### src/rtl/core/bvd_pkg.sv
`default_nettype none
// ----------------------------------------------------------------------------
// bvd_pkg
// Shared types, codes and helpers for the biased varint decoder.
// ----------------------------------------------------------------------------
package bvd_pkg;

  // Byte layout
  localparam int unsigned PAYLOAD_W = 7;
  localparam logic [7:0]  PAYLOAD_MASK = 8'h7F;

  // Group index: 1..9 are live shifts (7..63), GRP_SAT means shift >= 64
  localparam int unsigned GRP_W   = 4;
  localparam logic [GRP_W-1:0] GRP_FIRST = 4'd1;
  localparam logic [GRP_W-1:0] GRP_TOP   = 4'd9;
  localparam logic [GRP_W-1:0] GRP_SAT   = 4'd10;

  // decode_mode register
  localparam logic [1:0] MODE_U64    = 2'd0;
  localparam logic [1:0] MODE_U32    = 2'd1;
  localparam logic [1:0] MODE_ZIGZAG = 2'd2;

  // error_code values
  localparam logic [1:0] ERR_OK        = 2'd0;
  localparam logic [1:0] ERR_TRUNCATED = 2'd1;
  localparam logic [1:0] ERR_OVER64    = 2'd2;
  localparam logic [1:0] ERR_OVER32    = 2'd3;

  typedef struct packed {
    logic [7:0] code_byte;
    logic       stream_end;
  } bvd_item_t;

  typedef struct packed {
    logic [63:0] value_bits;
    logic [1:0]  error_code;
  } bvd_result_t;

  // Shift amount for a group: 7 * grp
  function automatic logic [6:0] grp_shift(input logic [GRP_W-1:0] grp);
    logic [6:0] g;
    g = 7'(grp);
    return (g << 3) - g;
  endfunction

endpackage : bvd_pkg
`default_nettype wire

### src/rtl/core/biased_varint_decoder_unit.sv
`default_nettype none
// A final byte moves from the input register through decode to the result register.
// One byte per cycle unless out_tready stalls; single decode stage (64-bit shift-add).
// A stalled output holds one result while one more byte waits in the input register.
// Reset (rst_n low, synchronous) empties both registers, clears the number state
// and sets decode_mode to unsigned 64-bit.
// ----------------------------------------------------------------------------
// biased_varint_decoder_unit
// Stream decoder for biased little-endian varints with three output modes.
// ----------------------------------------------------------------------------
module biased_varint_decoder_unit (
  input  wire logic        clk,
  input  wire logic        rst_n,
  // byte stream
  input  wire logic        in_tvalid,
  output logic             in_tready,
  input  wire logic [7:0]  in_tdata,   // [7:0] code_byte
  input  wire logic        in_tlast,   // stream_end
  // decoded values
  output logic             out_tvalid,
  input  wire logic        out_tready,
  output logic [63:0]      out_tdata,  // [63:0] value_bits
  output logic [1:0]       out_tuser,  // [1:0] error_code
  // decode_mode register
  input  wire logic        cfg_valid,
  output logic             cfg_ready,
  input  wire logic [1:0]  cfg_data
);
  import bvd_pkg::*;

  logic [1:0]  decode_mode_r;
  bvd_item_t   in_item, s1_item;
  logic        s1_valid, take, out_free, res_valid;
  bvd_result_t res, out_res;

  // configuration register, always ready
  assign cfg_ready = 1'b1;

  always_ff @(posedge clk) begin
    if (!rst_n) begin
      decode_mode_r <= MODE_U64;
    end else if (cfg_valid) begin
      decode_mode_r <= cfg_data;
    end
  end

  assign in_item.code_byte  = in_tdata;
  assign in_item.stream_end = in_tlast;

  // a held byte is decoded when the result register can take its outcome
  assign take = s1_valid && out_free;

  bvd_in_stage u_in (
    .clk        (clk),
    .rst_n      (rst_n),
    .in_tvalid  (in_tvalid),
    .in_tready  (in_tready),
    .in_item    (in_item),
    .take       (take),
    .item_valid (s1_valid),
    .item       (s1_item)
  );

  bvd_decode u_dec (
    .clk         (clk),
    .rst_n       (rst_n),
    .fire        (take),
    .item        (s1_item),
    .decode_mode (decode_mode_r),
    .res_valid   (res_valid),
    .res         (res)
  );

  bvd_out_stage u_out (
    .clk        (clk),
    .rst_n      (rst_n),
    .res_valid  (res_valid),
    .res        (res),
    .out_free   (out_free),
    .out_tvalid (out_tvalid),
    .out_tready (out_tready),
    .out_res    (out_res)
  );

  assign out_tdata = out_res.value_bits;
  assign out_tuser = out_res.error_code;

`ifndef SYNTHESIS
  // any error result carries a zero value
  assert property (@(posedge clk) disable iff (!rst_n)
    (out_tvalid && (out_tuser != ERR_OK)) |-> (out_tdata == 64'd0))
    else $error("error result with non-zero value");

  // input only backs up when a byte is held and the output is stalled
  assert property (@(posedge clk) disable iff (!rst_n)
    !in_tready |-> (s1_valid && out_tvalid && !out_tready))
    else $error("input stalled without output back-pressure");

  // range error only appears under the 32-bit mode
  assert property (@(posedge clk) disable iff (!rst_n)
    res_valid && (res.error_code == ERR_OVER32) |-> (decode_mode_r == MODE_U32))
    else $error("32-bit range error outside 32-bit mode");
`endif

endmodule : biased_varint_decoder_unit
`default_nettype wire

### src/rtl/core/bvd_in_stage.sv
`default_nettype none
// ----------------------------------------------------------------------------
// bvd_in_stage
// Input register: holds one stream byte until the decode stage takes it.
// ----------------------------------------------------------------------------
module bvd_in_stage (
  input  wire logic               clk,
  input  wire logic               rst_n,
  input  wire logic               in_tvalid,
  output logic                    in_tready,
  input  wire bvd_pkg::bvd_item_t in_item,
  input  wire logic               take,      // decode stage consumes the held byte
  output logic                    item_valid,
  output bvd_pkg::bvd_item_t      item
);
  import bvd_pkg::*;

  logic      valid_r, valid_nxt;
  bvd_item_t item_r;
  logic      load;

  // free when empty or when the held request leaves this cycle
  assign in_tready = !valid_r || take;
  assign load      = in_tvalid && in_tready;

  always_comb begin
    valid_nxt = valid_r;
    if (load) begin
      valid_nxt = 1'b1;
    end else if (take) begin
      valid_nxt = 1'b0;
    end
  end

  always_ff @(posedge clk) begin
    if (!rst_n) begin
      valid_r <= 1'b0;
    end else begin
      valid_r <= valid_nxt;
    end
  end

  // payload, no reset
  always_ff @(posedge clk) begin
    if (load) begin
      item_r <= in_item;
    end
  end

  assign item_valid = valid_r;
  assign item       = item_r;

endmodule : bvd_in_stage
`default_nettype wire

### src/rtl/core/bvd_decode.sv
`default_nettype none
// ----------------------------------------------------------------------------
// bvd_decode
// Number state and per-byte decode: accumulate, detect overflow, format.
// ----------------------------------------------------------------------------
module bvd_decode (
  input  wire logic               clk,
  input  wire logic               rst_n,
  input  wire logic               fire,       // one byte processed this cycle
  input  wire bvd_pkg::bvd_item_t item,
  input  wire logic [1:0]         decode_mode,
  output logic                    res_valid,
  output bvd_pkg::bvd_result_t    res
);
  import bvd_pkg::*;

  logic [63:0]      acc_r, acc_nxt;
  logic [GRP_W-1:0] grp_r, grp_nxt;
  logic             in_num_r, in_num_nxt;
  logic             ovf_r, ovf_nxt;

  logic [7:0]       payload;
  logic [63:0]      shifted;
  logic [64:0]      sum;
  logic [63:0]      acc_new;
  logic             ovf_new;
  logic [GRP_W-1:0] grp_new;
  bvd_result_t      fin;

  assign payload = {1'b0, item.code_byte[6:0]} + 8'd1;
  assign shifted = {56'd0, payload} << grp_shift(grp_r);
  assign sum     = {1'b0, acc_r} + {1'b0, shifted};

  // accumulate this byte into the number
  always_comb begin
    acc_new = acc_r;
    ovf_new = ovf_r;
    grp_new = grp_r;
    if (!in_num_r) begin
      acc_new = {57'd0, item.code_byte[PAYLOAD_W-1:0]};
      ovf_new = 1'b0;
      grp_new = GRP_FIRST;
    end else if (grp_r >= GRP_SAT) begin
      ovf_new = 1'b1;
    end else begin
      if ((grp_r == GRP_TOP) && (payload[7:1] != 7'd0)) begin
        ovf_new = 1'b1;
      end else begin
        acc_new = sum[63:0];
        ovf_new = ovf_r || sum[64];
      end
      grp_new = grp_r + GRP_W'(1);
    end
  end

  // present the finished number
  always_comb begin
    fin.value_bits = acc_new;
    fin.error_code = ERR_OK;
    if (ovf_new) begin
      fin.value_bits = 64'd0;
      fin.error_code = ERR_OVER64;
    end else begin
      unique case (decode_mode)
        MODE_U32: begin
          if (acc_new[63:32] != 32'd0) begin
            fin.value_bits = 64'd0;
            fin.error_code = ERR_OVER32;
          end
        end
        MODE_ZIGZAG: begin
          fin.value_bits = {1'b0, acc_new[63:1]} ^ {64{acc_new[0]}};
        end
        default: begin
          fin.value_bits = acc_new;
        end
      endcase
    end
  end

  // end of number, truncation, or carry on
  always_comb begin
    acc_nxt    = acc_r;
    grp_nxt    = grp_r;
    in_num_nxt = in_num_r;
    ovf_nxt    = ovf_r;
    res_valid  = 1'b0;
    res        = fin;
    if (fire) begin
      priority if (!item.code_byte[7]) begin
        res_valid  = 1'b1;
        acc_nxt    = 64'd0;
        grp_nxt    = '0;
        in_num_nxt = 1'b0;
        ovf_nxt    = 1'b0;
      end else if (item.stream_end) begin
        res_valid      = 1'b1;
        res.value_bits = 64'd0;
        res.error_code = ERR_TRUNCATED;
        acc_nxt        = 64'd0;
        grp_nxt        = '0;
        in_num_nxt     = 1'b0;
        ovf_nxt        = 1'b0;
      end else begin
        acc_nxt    = acc_new;
        grp_nxt    = grp_new;
        in_num_nxt = 1'b1;
        ovf_nxt    = ovf_new;
      end
    end
  end

  always_ff @(posedge clk) begin
    if (!rst_n) begin
      acc_r    <= 64'd0;
      grp_r    <= '0;
      in_num_r <= 1'b0;
      ovf_r    <= 1'b0;
    end else begin
      acc_r    <= acc_nxt;
      grp_r    <= grp_nxt;
      in_num_r <= in_num_nxt;
      ovf_r    <= ovf_nxt;
    end
  end

endmodule : bvd_decode
`default_nettype wire

### src/rtl/core/bvd_out_stage.sv
`default_nettype none
// ----------------------------------------------------------------------------
// bvd_out_stage
// Result register between the decode stage and the output stream.
// ----------------------------------------------------------------------------
module bvd_out_stage (
  input  wire logic                 clk,
  input  wire logic                 rst_n,
  input  wire logic                 res_valid,
  input  wire bvd_pkg::bvd_result_t res,
  output logic                      out_free,  // may load a result this cycle
  output logic                      out_tvalid,
  input  wire logic                 out_tready,
  output bvd_pkg::bvd_result_t      out_res
);
  import bvd_pkg::*;

  logic        valid_r, valid_nxt;
  bvd_result_t res_r;

  assign out_free = !valid_r || out_tready;

  always_comb begin
    valid_nxt = valid_r;
    if (res_valid) begin
      valid_nxt = 1'b1;
    end else if (out_tready) begin
      valid_nxt = 1'b0;
    end
  end

  always_ff @(posedge clk) begin
    if (!rst_n) begin
      valid_r <= 1'b0;
    end else begin
      valid_r <= valid_nxt;
    end
  end

  always_ff @(posedge clk) begin
    if (res_valid) begin
      res_r <= res;
    end
  end

  assign out_tvalid = valid_r;
  assign out_res    = res_r;

endmodule : bvd_out_stage
`default_nettype wire
### config.mk
export PLATFORM = sky130hd
export DESIGN_NAME = biased_varint_decoder_unit
export DESIGN_NICKNAME = d
export VERILOG_FILES = /design/src/rtl/core/bvd_pkg.sv /design/src/rtl/core/biased_varint_decoder_unit.sv /design/src/rtl/core/bvd_in_stage.sv /design/src/rtl/core/bvd_decode.sv /design/src/rtl/core/bvd_out_stage.sv
export SDC_FILE = /design/constraint.sdc
export NUM_CORES = 1
export LEC_CHECK = 0
export ABC_CLOCK_PERIOD_IN_PS = 8400
export BUFFER_PORTS_ARGS = -buffer_cell sky130_fd_sc_hd__buf_2
export CORE_UTILIZATION = 33
export CTS_CLUSTER_DIAMETER = 120
export CTS_CLUSTER_SIZE = 28
export DETAILED_ROUTE_END_ITERATION = 10
export SYNTH_ARGS = -nofsm -noshare
export SYNTH_HDL_FRONTEND = slang
export SYNTH_SLANG_ARGS = --single-unit
### constraint.sdc
create_clock -name clk -period 8.4 [get_ports clk]
set_input_delay 1.26 -clock clk [delete_from_list [all_inputs] [get_ports clk]]
set_output_delay 1.26 -clock clk [all_outputs]
set_load 0.05 [all_outputs]
; Yosys cells after proc, flatten, opt, wreduce, memory -nomap -nowiden
; Index checks and enable logic that the tools add are counted.
[classes]
reduce_logical = 13
eq_ne = 4
bitwise = 1
shift = 1
magnitude_cmp = 1
add_sub_neg = 4
mux = 30
[op_table]
columns = op, count
row1 = 66-bit two-way mux, 5
row2 = 64-bit two-way mux, 5
row3 = 64-bit case mux with 2 select lines, 1
row4 = 64-bit by 64-bit adder with 65-bit output, 1
row5 = 8-bit by 7-bit << shifter with 64-bit output, 1
row6 = 63-bit by 64-bit XOR with 64-bit output, 1
row7 = 32-bit nonzero test, 1
row8 = 4-bit two-way mux, 4
row9 = 1-bit two-way mux, 14
row10 = "7-bit by 1-bit adder with 8-bit output, second input constant", 1
row11 = 7-bit nonzero test, 1
row12 = 7-bit by 4-bit subtractor with 7-bit output, 1
row13 = "4-bit by 1-bit adder with 4-bit output, second input constant", 1
row14 = "4-bit == test, second input constant", 1
row15 = "4-bit greater-or-equal comparator, second input constant", 1
row16 = "4-bit != test, second input constant", 1
row17 = 2-bit nonzero test, 2
row18 = 1-bit logical AND, 3
row19 = 1-bit logical OR, 3
row20 = "2-bit by 1-bit == test with 1-bit output, second input constant", 1
row21 = "2-bit == test, second input constant", 1
row22 = 1-bit zero test, 2
row23 = 2-bit two-way mux, 1
row24 = 2-bit AND reduction, 1
[totals]
register_bits = 149
in_bits = 16

; Depth between registers and ports, before layout
; Gate-level depths: netlist of run 1.
[logic_depth]
ltp_word = 13
ltp_mapped = 27
mapped_depth_nobuf = 23

; Cells and area by module
; From an unflattened synthesis of run 1, not the netlist that was laid out.
[hier_totals]
hier_cells = 1820
area_unflattened_um2 = 13999.7
[by_module_without_submodules]
columns = mod, instances, area_each_um2, cells_per_inst, seq_area_each_um2
row1 = bvd_decode, 1, 11551.1, 1727, 1401.3
row2 = bvd_out_stage, 1, 2030.7, 70, 2001.9
row3 = bvd_in_stage, 1, 327.8, 14, 290.3
row4 = biased_varint_decoder_unit, 1, 90.1, 9, 40.0

; Least setup slack after synthesis of run 1
; Ideal clock, no wire load.
[synth_path]
path_type = register to register
startpoint = reg u_dec.grp_r[0]
endpoint = reg u_out.res_r, in the netlist u_out.out_res[26], data pin
path_stages_with_launch = 24
setup_slack_ps = 2419
synth_period_minus_slack_ps = 5981
t_required_ps = 8230
setup_time_ps = 170
n_path_buf = 5
t_arrival_ps = 5811
cell_sequence = dfxtp_1 > clkbuf_1 > clkinv_1 > ha_1 > clkbuf_1 > clkbuf_1 > mux2i_1 > a21oi_1 > nand4_1 > a21oi_1 > ha_1 > clkbuf_1 > nand4_1 > or2_1 > or4_1 > o211a_1 > a21oi_1 > mux2_2 > nor2_2 > or4b_4 > nor4_4 > a21oi_2 > buf_6 > o32ai_2
[synth_rtl]
columns = item, line_no
row1 = start: declaration, bvd_decode.sv:18  ; logic [GRP_W-1:0] grp_r, grp_nxt;
row2 = start signal: assignment, bvd_decode.sv:121  ; grp_r <= grp_nxt;
row3 = end signal: assignment, bvd_out_stage.sv:42  ; res_r <= res;
row4 = end: declaration, bvd_out_stage.sv:19  ; bvd_result_t res_r;

==> results of run 1 <==
## final cells by class
class,count,area [um2],area share (%)
Multi-Input combinational cell,1475,9195,61.60
Inverter,22,82.58,0.5532
Timing Repair Buffer,120,693.2,4.644
Clock inverter,13,131.4,0.8801
Clock buffer,19,432.9,2.900
Tap cell,525,656.9,4.401
Sequential cell,149,3735,25.02
## worst reg2reg max path, stage by stage (launching register included)
cell	delay (ns)
dfxtp_1	0.74
clkinv_1	0.45
ha_1	0.78
a21oi_1	0.13
a21oi_1	0.25
mux2i_1	0.15
a21oi_1	0.75
nor2_1	0.13
ha_1	0.48
nand4_1	0.26
nor2_1	0.34
o2111ai_1	0.25
a21oi_2	0.38
or3b_1	0.45
o41ai_1	0.15
or3_1	0.28
a21oi_1	0.14
or4b_4	0.57
nor4_4	0.34
a21oi_4	0.10
buf_4	0.30
o32ai_2	0.35
## final timing paths
kind | endpoint | cells past startpoint | start | slack, ns
worst max-delay path | u_out.out_res[6] | 21 | u_dec.grp_r[0] | 0.41
worst max register to register | u_out.out_res[6] | 21 | u_dec.grp_r[0] | 0.41
worst min register to register | u_dec.acc_r[0] | 2 | u_dec.acc_r[0] | 0.50
worst min-delay path | u_dec.acc_r[0] | 2 | u_dec.acc_r[0] | 0.50
## power breakdown
part           leakage (uW)  total [uW]  switching (uW)  internal, uW
logic               0.00355         440             319           121
clock network      0.000279         768             333           435
registers           0.00127         799            12.9           786
## through the flow
| stage | worst slack, ns | hold WS (ns) |
|---|---|---|
| detailed placement | 0.6491 | 0.4977 |
| CTS | 0.6300 | 0.5065 |
| finish | 0.4130 | 0.5027 |
| global route | 0.1009 | 0.5393 |
| floorplan | 2.419 | 0.4524 |
| global placement | 0.6661 | 0.4911 |
## cells in the mapped netlist (5+ instances only)
cell type / number
a211oi_1: 14
a21o_1: 13
a21oi_1: 196
a22oi_1: 54
a31oi_1: 11
and2_1: 8
and3_1: 16
buf_1: 12
buf_2: 47
clkbuf_1: 78
dfxtp_1: 74
edfxtp_1: 75
ha_1: 72
inv_1: 19
mux2_2: 6
mux2i_1: 20
nand2_1: 184
nand2b_1: 9
nand3_1: 47
nand4_1: 46
nor2_1: 282
nor2b_1: 18
nor3_1: 28
nor4_1: 8
o211ai_1: 16
o21a_1: 22
o21ai_0: 108
o21ai_1: 30
o21bai_1: 9
o22ai_1: 6
o31ai_1: 9
o31ai_2: 6
o32ai_1: 5
o32ai_2: 24
or2_2: 7
or3_1: 10
xnor2_1: 73
xor2_1: 26
## cell families after synthesis
| logic type | count (synthesis) |
|---|---|
| other | 1 |
| adder cells (fa/ha/maj) | 73 |
| buffers and inverters | 164 |
| AND/OR/NAND/NOR | 690 |
| multiplexers | 27 |
| flip-flops | 149 |
| AO/OA/AOI/OAI | 585 |
| XOR/XNOR | 99 |
## state kept, by name (all words and copies together) (netlist names)
register,flops
decode_mode_r,2
u_in.item_valid,1
u_out.out_res,66
u_out.out_tvalid,1
u_dec.in_num_r,1
u_dec.grp_r,4
u_in.item,9
u_dec.ovf_r,1
u_dec.acc_r,64
## layer usage
layer  vias to the layer above  routed length (um)  track usage, %
met3                        91                4704           4.916
met5                         -                   0               0
met2                       639               23710           39.96
met1                      6711               24600           36.43
met4                         0                1880           10.48
li1                       6524                   -               -
==> summary.txt, run 1 <==
Outcome
  • Status: finished clean

Finish
  • Area grow syn2layout: 9.772%
  • Layout Nets: 1874
  • Final std cells w/o fill: approximately 2300
  • Commonest non-fill, non-tap cell in the layout: nor2_1
  • Core Util, Final: between 30% and 40%
  • Share of layout cells above drive strength 1: 13.18%
  • Fillers: 4225
  • Most frequent cells in the layout: nor2_1 (280), a21oi_1 (194), nand2_1 (181)
  • Fin area: around 15000 um2
  • Number of diodes: 0

STA
  • Fin crit period: 7.987 ns
  • Worst slew pin tran: 1.133 ns
  • Max Slew Vio Count: 0
  • Fmax: roughly 130 MHz
  • Slew HR: 24.19%
  • Final Cycle Share: 95.08%
  • RSZ-0062 raised after global routing: false
  • Setup TNS: 0 ns
  • # setup viols final: 0
  • Final hold vios: 0
  • Clk_skew: approximately 0.016 ns

CTS
  • Max clock buf depth: 2
  • Skew-Pair Late Insertion Delay: 0.47 ns
  • CTS sink count: 149
  • CTS clk-pin slew, worst paths: 0.07 ns
  • Post-CTS Resized: 0
  • H-tree depth: 4
  • Root Buffer: clkbuf_16
  • Hold_buf cts: 0
  • CTS tree: built
  • CTS Buf Count: 17
  • Postcts setup bufs: 0

Yosys
  • Register bit total from synthesis: 149
  • Synth top area cells: edfxtp_1 (17%), dfxtp_1 (11%), nor2_1 (7.8%), a21oi_1 (7.2%), ha_1 (6.6%)
  • Main combinational cell family by area after synthesis: compound AO/OA/AOI/OAI gates
  • Post-Synth XOR/XNOR Area: about 6.4%
  • Cells after Synth: 1788
  • Syn. warnings: 0
  • Synthesized area: 13600 um2
  • Adder-cell area share of the yosys netlist: around 6.8%
  • Synth Area in Simple Gates: 23.18%
  • Distinct cells, synth: 91
  • Compound-Gate Fraction of Synth Area: 28.96%
  • Top cell type's share of synthesized area: around 17%
  • Synth Flop Type: edfxtp_1
  • Multiplexer share of the synthesized area: a little over 2%
  • EDFF count, synth: 75
  • Mapped Avg Cell Area: 7.605 um2
  • Sequential share of the synthesized area: 27.46%
  • Net Count, Synth: 1877
  • Synth async-reset ratio: 0%
  • Cell taking the most area after synthesis: edfxtp_1

Worst setup path
  • Critical path peak fanout: 31
  • Top delay family on crit path: compound AO/OA/AOI/OAI gates
  • Buf/Inv on CP: 2
  • Cells along the critical path: clkinv_1 > ha_1 > a21oi_1 > a21oi_1 > mux2i_1 > a21oi_1 > nor2_1 > ha_1 > nand4_1 > nor2_1 > o2111ai_1 > a21oi_2 > or3b_1 > o41ai_1 > or3_1 > a21oi_1 > or4b_4 > nor4_4 > a21oi_4 > buf_4 > o32ai_2
  • Worst Path Required: 8.67 ns
  • Startpoint Class: flop
  • Max incr delay on CP: 0.78 ns
  • Crit path arrival time: 8.26 ns
  • Slowest cell on the critical path: ha_1
  • Worst Setup End Kind: flop
  • CP dominant cell by count: a21oi_1
  • CP Class: reg2reg

Power and ir drop
  • Max VDD drop: 143.4 uV
  • Total power: 2007 uW
  • PD cells: 134.4 nW/um2
  • P_leak: 0.005100 uW

Drt
  • Vias: 13970
  • # DRC: 0
  • Routed WL per cell: 23.63 um
  • First-pass DRT Iterations: 5
  • Antenna Nets Post-Route: 0
  • Routed wire length: 54890 um
  • DRT iter0 DRCs: roughly 1400
  • Via density: 6.012

Placed design
  • Placed Area: 14360 um2
  • Post-DP HPWL: 42630 um
  • Port Buf Inserts: 83
  • GPL Wtd Cong: around 1.1
  • Placed cells: between 2000 and 2500

Hold path
  • Hold WC Path Type: reg2reg

GRT
  • First-pass GRT wire length: slightly above 80000 um
  • Tot GR Track Use: 26.31%
  • Number of antenna violations at the first check in global routing: 0
  • Vias in the first global route: between 10000 and 15000
  • Largest net degree at the start of global routing: 68
  • Gr ovfl total: 0

Floorplanning
  • Core region area: approximately 40000 um2
  • Initial Util: about 34%
  • Die W: ~200 um
  • # IOs: 85
  • Die H: 205.0 um
  • Die Area: about 42000 um2
  • Row count: between 70 and 80

Run
  • MaxCap Viol Count: 0
(Power assumes the default switching activity.)
==> inputs of run 2 (changes only) <==
--- a/config.mk
+++ b/config.mk
@@ -7,6 +7,7 @@
 export LEC_CHECK = 0
 export ABC_CLOCK_PERIOD_IN_PS = 8400
 export BUFFER_PORTS_ARGS = -buffer_cell sky130_fd_sc_hd__buf_2
+export CORE_MARGIN = 8
 export CORE_UTILIZATION = 33
 export CTS_CLUSTER_DIAMETER = 120
 export CTS_CLUSTER_SIZE = 28
==> constraint.sdc (replaced) <==
create_clock -name clk -period 8.4 [get_ports clk]
set_input_delay 1.68 -clock clk [delete_from_list [all_inputs] [get_ports clk]]
set_output_delay 1.68 -clock clk [all_outputs]
set_load 0.05 [all_outputs]
==> run 2 against run 1 <==
  * Utilization shrank 0.44 points
  * Clock skew grew 0.0051 ns
  * Combinational power is essentially flat
  * Largest power group unchanged
  * Total power grew 0.40%
  * Highest routed layer is now met5
  * Count of clock-buffer cells in the layout shrank 2
  * Hold slack gained 0.028 ns
  * Sequential share of layout area is essentially flat
  * Setup slack gained 0.23 ns
  * Sequential power is essentially flat
  * Critical endpoint is now u_out.out_res[3]
  * Register-to-register slack gained 0.23 ns
==> summary.txt, run 2 (synthesis gave the netlist of run 1 again) <==
Power and ir drop
  • Max VDD drop: 174.8 uV
  • P_leak: 0.005099 uW
  • PD cells: around 130 nW/um2

CTS
  • H-tree depth: 4
  • Root Buffer: clkbuf_16
  • CTS sink count: 149
  • Postcts setup bufs: 0
  • Skew-Pair Late Insertion Delay: 0.45 ns
  • CTS tree: built
  • CTS Buf Count: 17
  • Post-CTS Resized: 0
  • CTS clk-pin slew, worst paths: 0.07 ns
  • Hold_buf cts: 0
  • Max clock buf depth: 2

Drt
  • Antenna Nets Post-Route: 0
  • # DRC: 0
  • Vias: 14090
  • Via density: 6.045
  • DRT iter0 DRCs: between 1500 and 2000
  • Routed WL per cell: about 23 um
  • M1 wire length: 23800 um
  • Routed wire length: approximately 54000 um
  • Max Used Layer: met5
  • Met2 wire length: about 23000 um
  • First-pass DRT Iterations: 6
  • DR WL met3: between 5000 and 6000 um

Finish
  • Final std cells w/o fill: 2330
  • Register Area: between 3000 and 4000 um2
  • Multi-input logic area: 9205 um2
  • Most frequent cells in the layout: nor2_1 (280), a21oi_1 (193), nand2_1 (181)
  • Share of layout cells above drive strength 1: 13.46%
  • Max FFs per register: 66
  • Area grow syn2layout: 9.947%
  • Layout Nets: 1874
  • Commonest non-fill, non-tap cell in the layout: nor2_1
  • Fin area: 14950 um2
  • Number of diodes: 0
  • Fillers: 4275

Worst setup path
  • Worst Setup End Kind: flop
  • CP Class: reg2reg
  • Startpoint Class: flop
  • Crit path arrival time: 7.99 ns
  • Worst Path Required: approximately 8.6 ns
  • Critical path peak fanout: 31

GRT
  • Gr ovfl total: 0
  • Number of antenna violations at the first check in global routing: 1
  • Tot GR Track Use: 22.06%
  • First-pass GRT wire length: 81320 um
  • Largest net degree at the start of global routing: 74
  • Vias in the first global route: 12960

Floorplanning
  • Initial Util: 33.38%
  • Core region area: 40740 um2
  • Die H: between 200 and 250 um
  • Row count: 74
  • Die W: 219.0 um
  • Die Area: between 40000 and 50000 um2
  • # IOs: 85

Placed design
  • Port Buf Inserts: 83
  • Placed cells: 2298
  • Placed Area: approximately 14000 um2
  • Post-DP HPWL: between 40000 and 50000 um
  • GPL Wtd Cong: 1.057

Run
  • MaxCap Viol Count: 0

STA
  • Worst slew pin tran: 1.151 ns
  • Fin crit period: 7.755 ns
  • Setup TNS: 0 ns
  • Slew HR: 22.97%
  • # setup viols final: 0
  • Fmax: 128.9 MHz
  • RSZ-0062 raised after global routing: false
  • Max Slew Vio Count: 0
  • Final Cycle Share: 92.32%
  • Final hold vios: 0
  • Hold WS: between 0.5 and 0.6 ns
  • Clk_skew: 0.02087 ns

Outcome
  • Status: finished clean

Hold path
  • Hold WC Path Type: reg2reg
-- run 2: cell count changes in the layout (fill, tap and decap cells not counted), moves of 2 or more --
| cell | change |
|---|---|
| inv_8 | +3 |
| inv_6 | +3 |
| clkbuf_1 | -2 |
| clkinv_2 | -3 |
| clkinvlp_4 | +2 |
| clkinv_4 | -2 |
-- run 2: metrics by stage --
stage | setup slack, ns | power [uW] | util (%)
4_1_cts | 0.6050 | 2021 | 36.68
3_3_place_gp | 0.7465 | 1246 | 35.28
5_1_grt | 0.09724 | 2078 | 36.70
3_5_place_dp | 0.6510 | 1246 | 35.28
6_report | 0.6447 | 2015 | 36.70
2_1_floorplan | 2.419 | 1127 | -
-- run 2: worst paths after layout --
path	from	end	slack, ns	cells past startpoint
min reg2reg	u_dec.acc_r[0]	u_dec.acc_r[0]	0.53	2
max reg2reg	u_dec.grp_r[0]	u_out.out_res[3]	0.64	24
max	u_dec.grp_r[0]	u_out.out_res[3]	0.64	24
min	u_dec.acc_r[0]	u_dec.acc_r[0]	0.53	2
-- run 2: final cells by class --
cell class | instances | area share (%)
clock inverters | 15 | 0.9624
inverters | 22 | 0.5523
repair buffers | 120 | 4.636
well taps | 532 | 4.452
clock buffers | 17 | 2.845
multi-input cells | 1475 | 61.57
flip-flops and latches | 149 | 24.98
-- run 2: critical path, cell delays in order (launching register included) --
cell,delay (ns)
dfxtp_1,0.75
clkinv_1,0.43
ha_1,0.38
a31oi_1,0.29
xnor2_1,0.37
nor4_1,0.09
buf_4,0.19
nand2b_1,0.14
nor4_1,0.10
ha_1,0.30
fa_1,0.47
a211oi_2,0.24
o21ai_1,0.16
a22oi_1,0.41
a211oi_1,0.16
buf_4,0.17
o211ai_1,0.40
and2_1,0.24
xnor2_1,0.16
a211oi_1,0.51
nand4_1,0.20
nor4bb_2,0.57
a21oi_4,0.09
buf_4,0.29
o32ai_1,0.37
-- run 2: power by group --
| part | leakage, uW | switching [uW] | internal, uW | total, uW |
|---|---|---|---|---|
| combinational | 0.00355 | 320 | 121 | 441 |
| clock | 0.000274 | 360 | 416 | 776 |
| sequential | 0.00127 | 12.4 | 785 | 798 |
-- run 2: metal layers --
layer  vias up  track usage, %
met4         2           8.763
met5         -               0
met1      6751           30.87
li1       6514               -
met2       724           33.26
met3        95           3.828
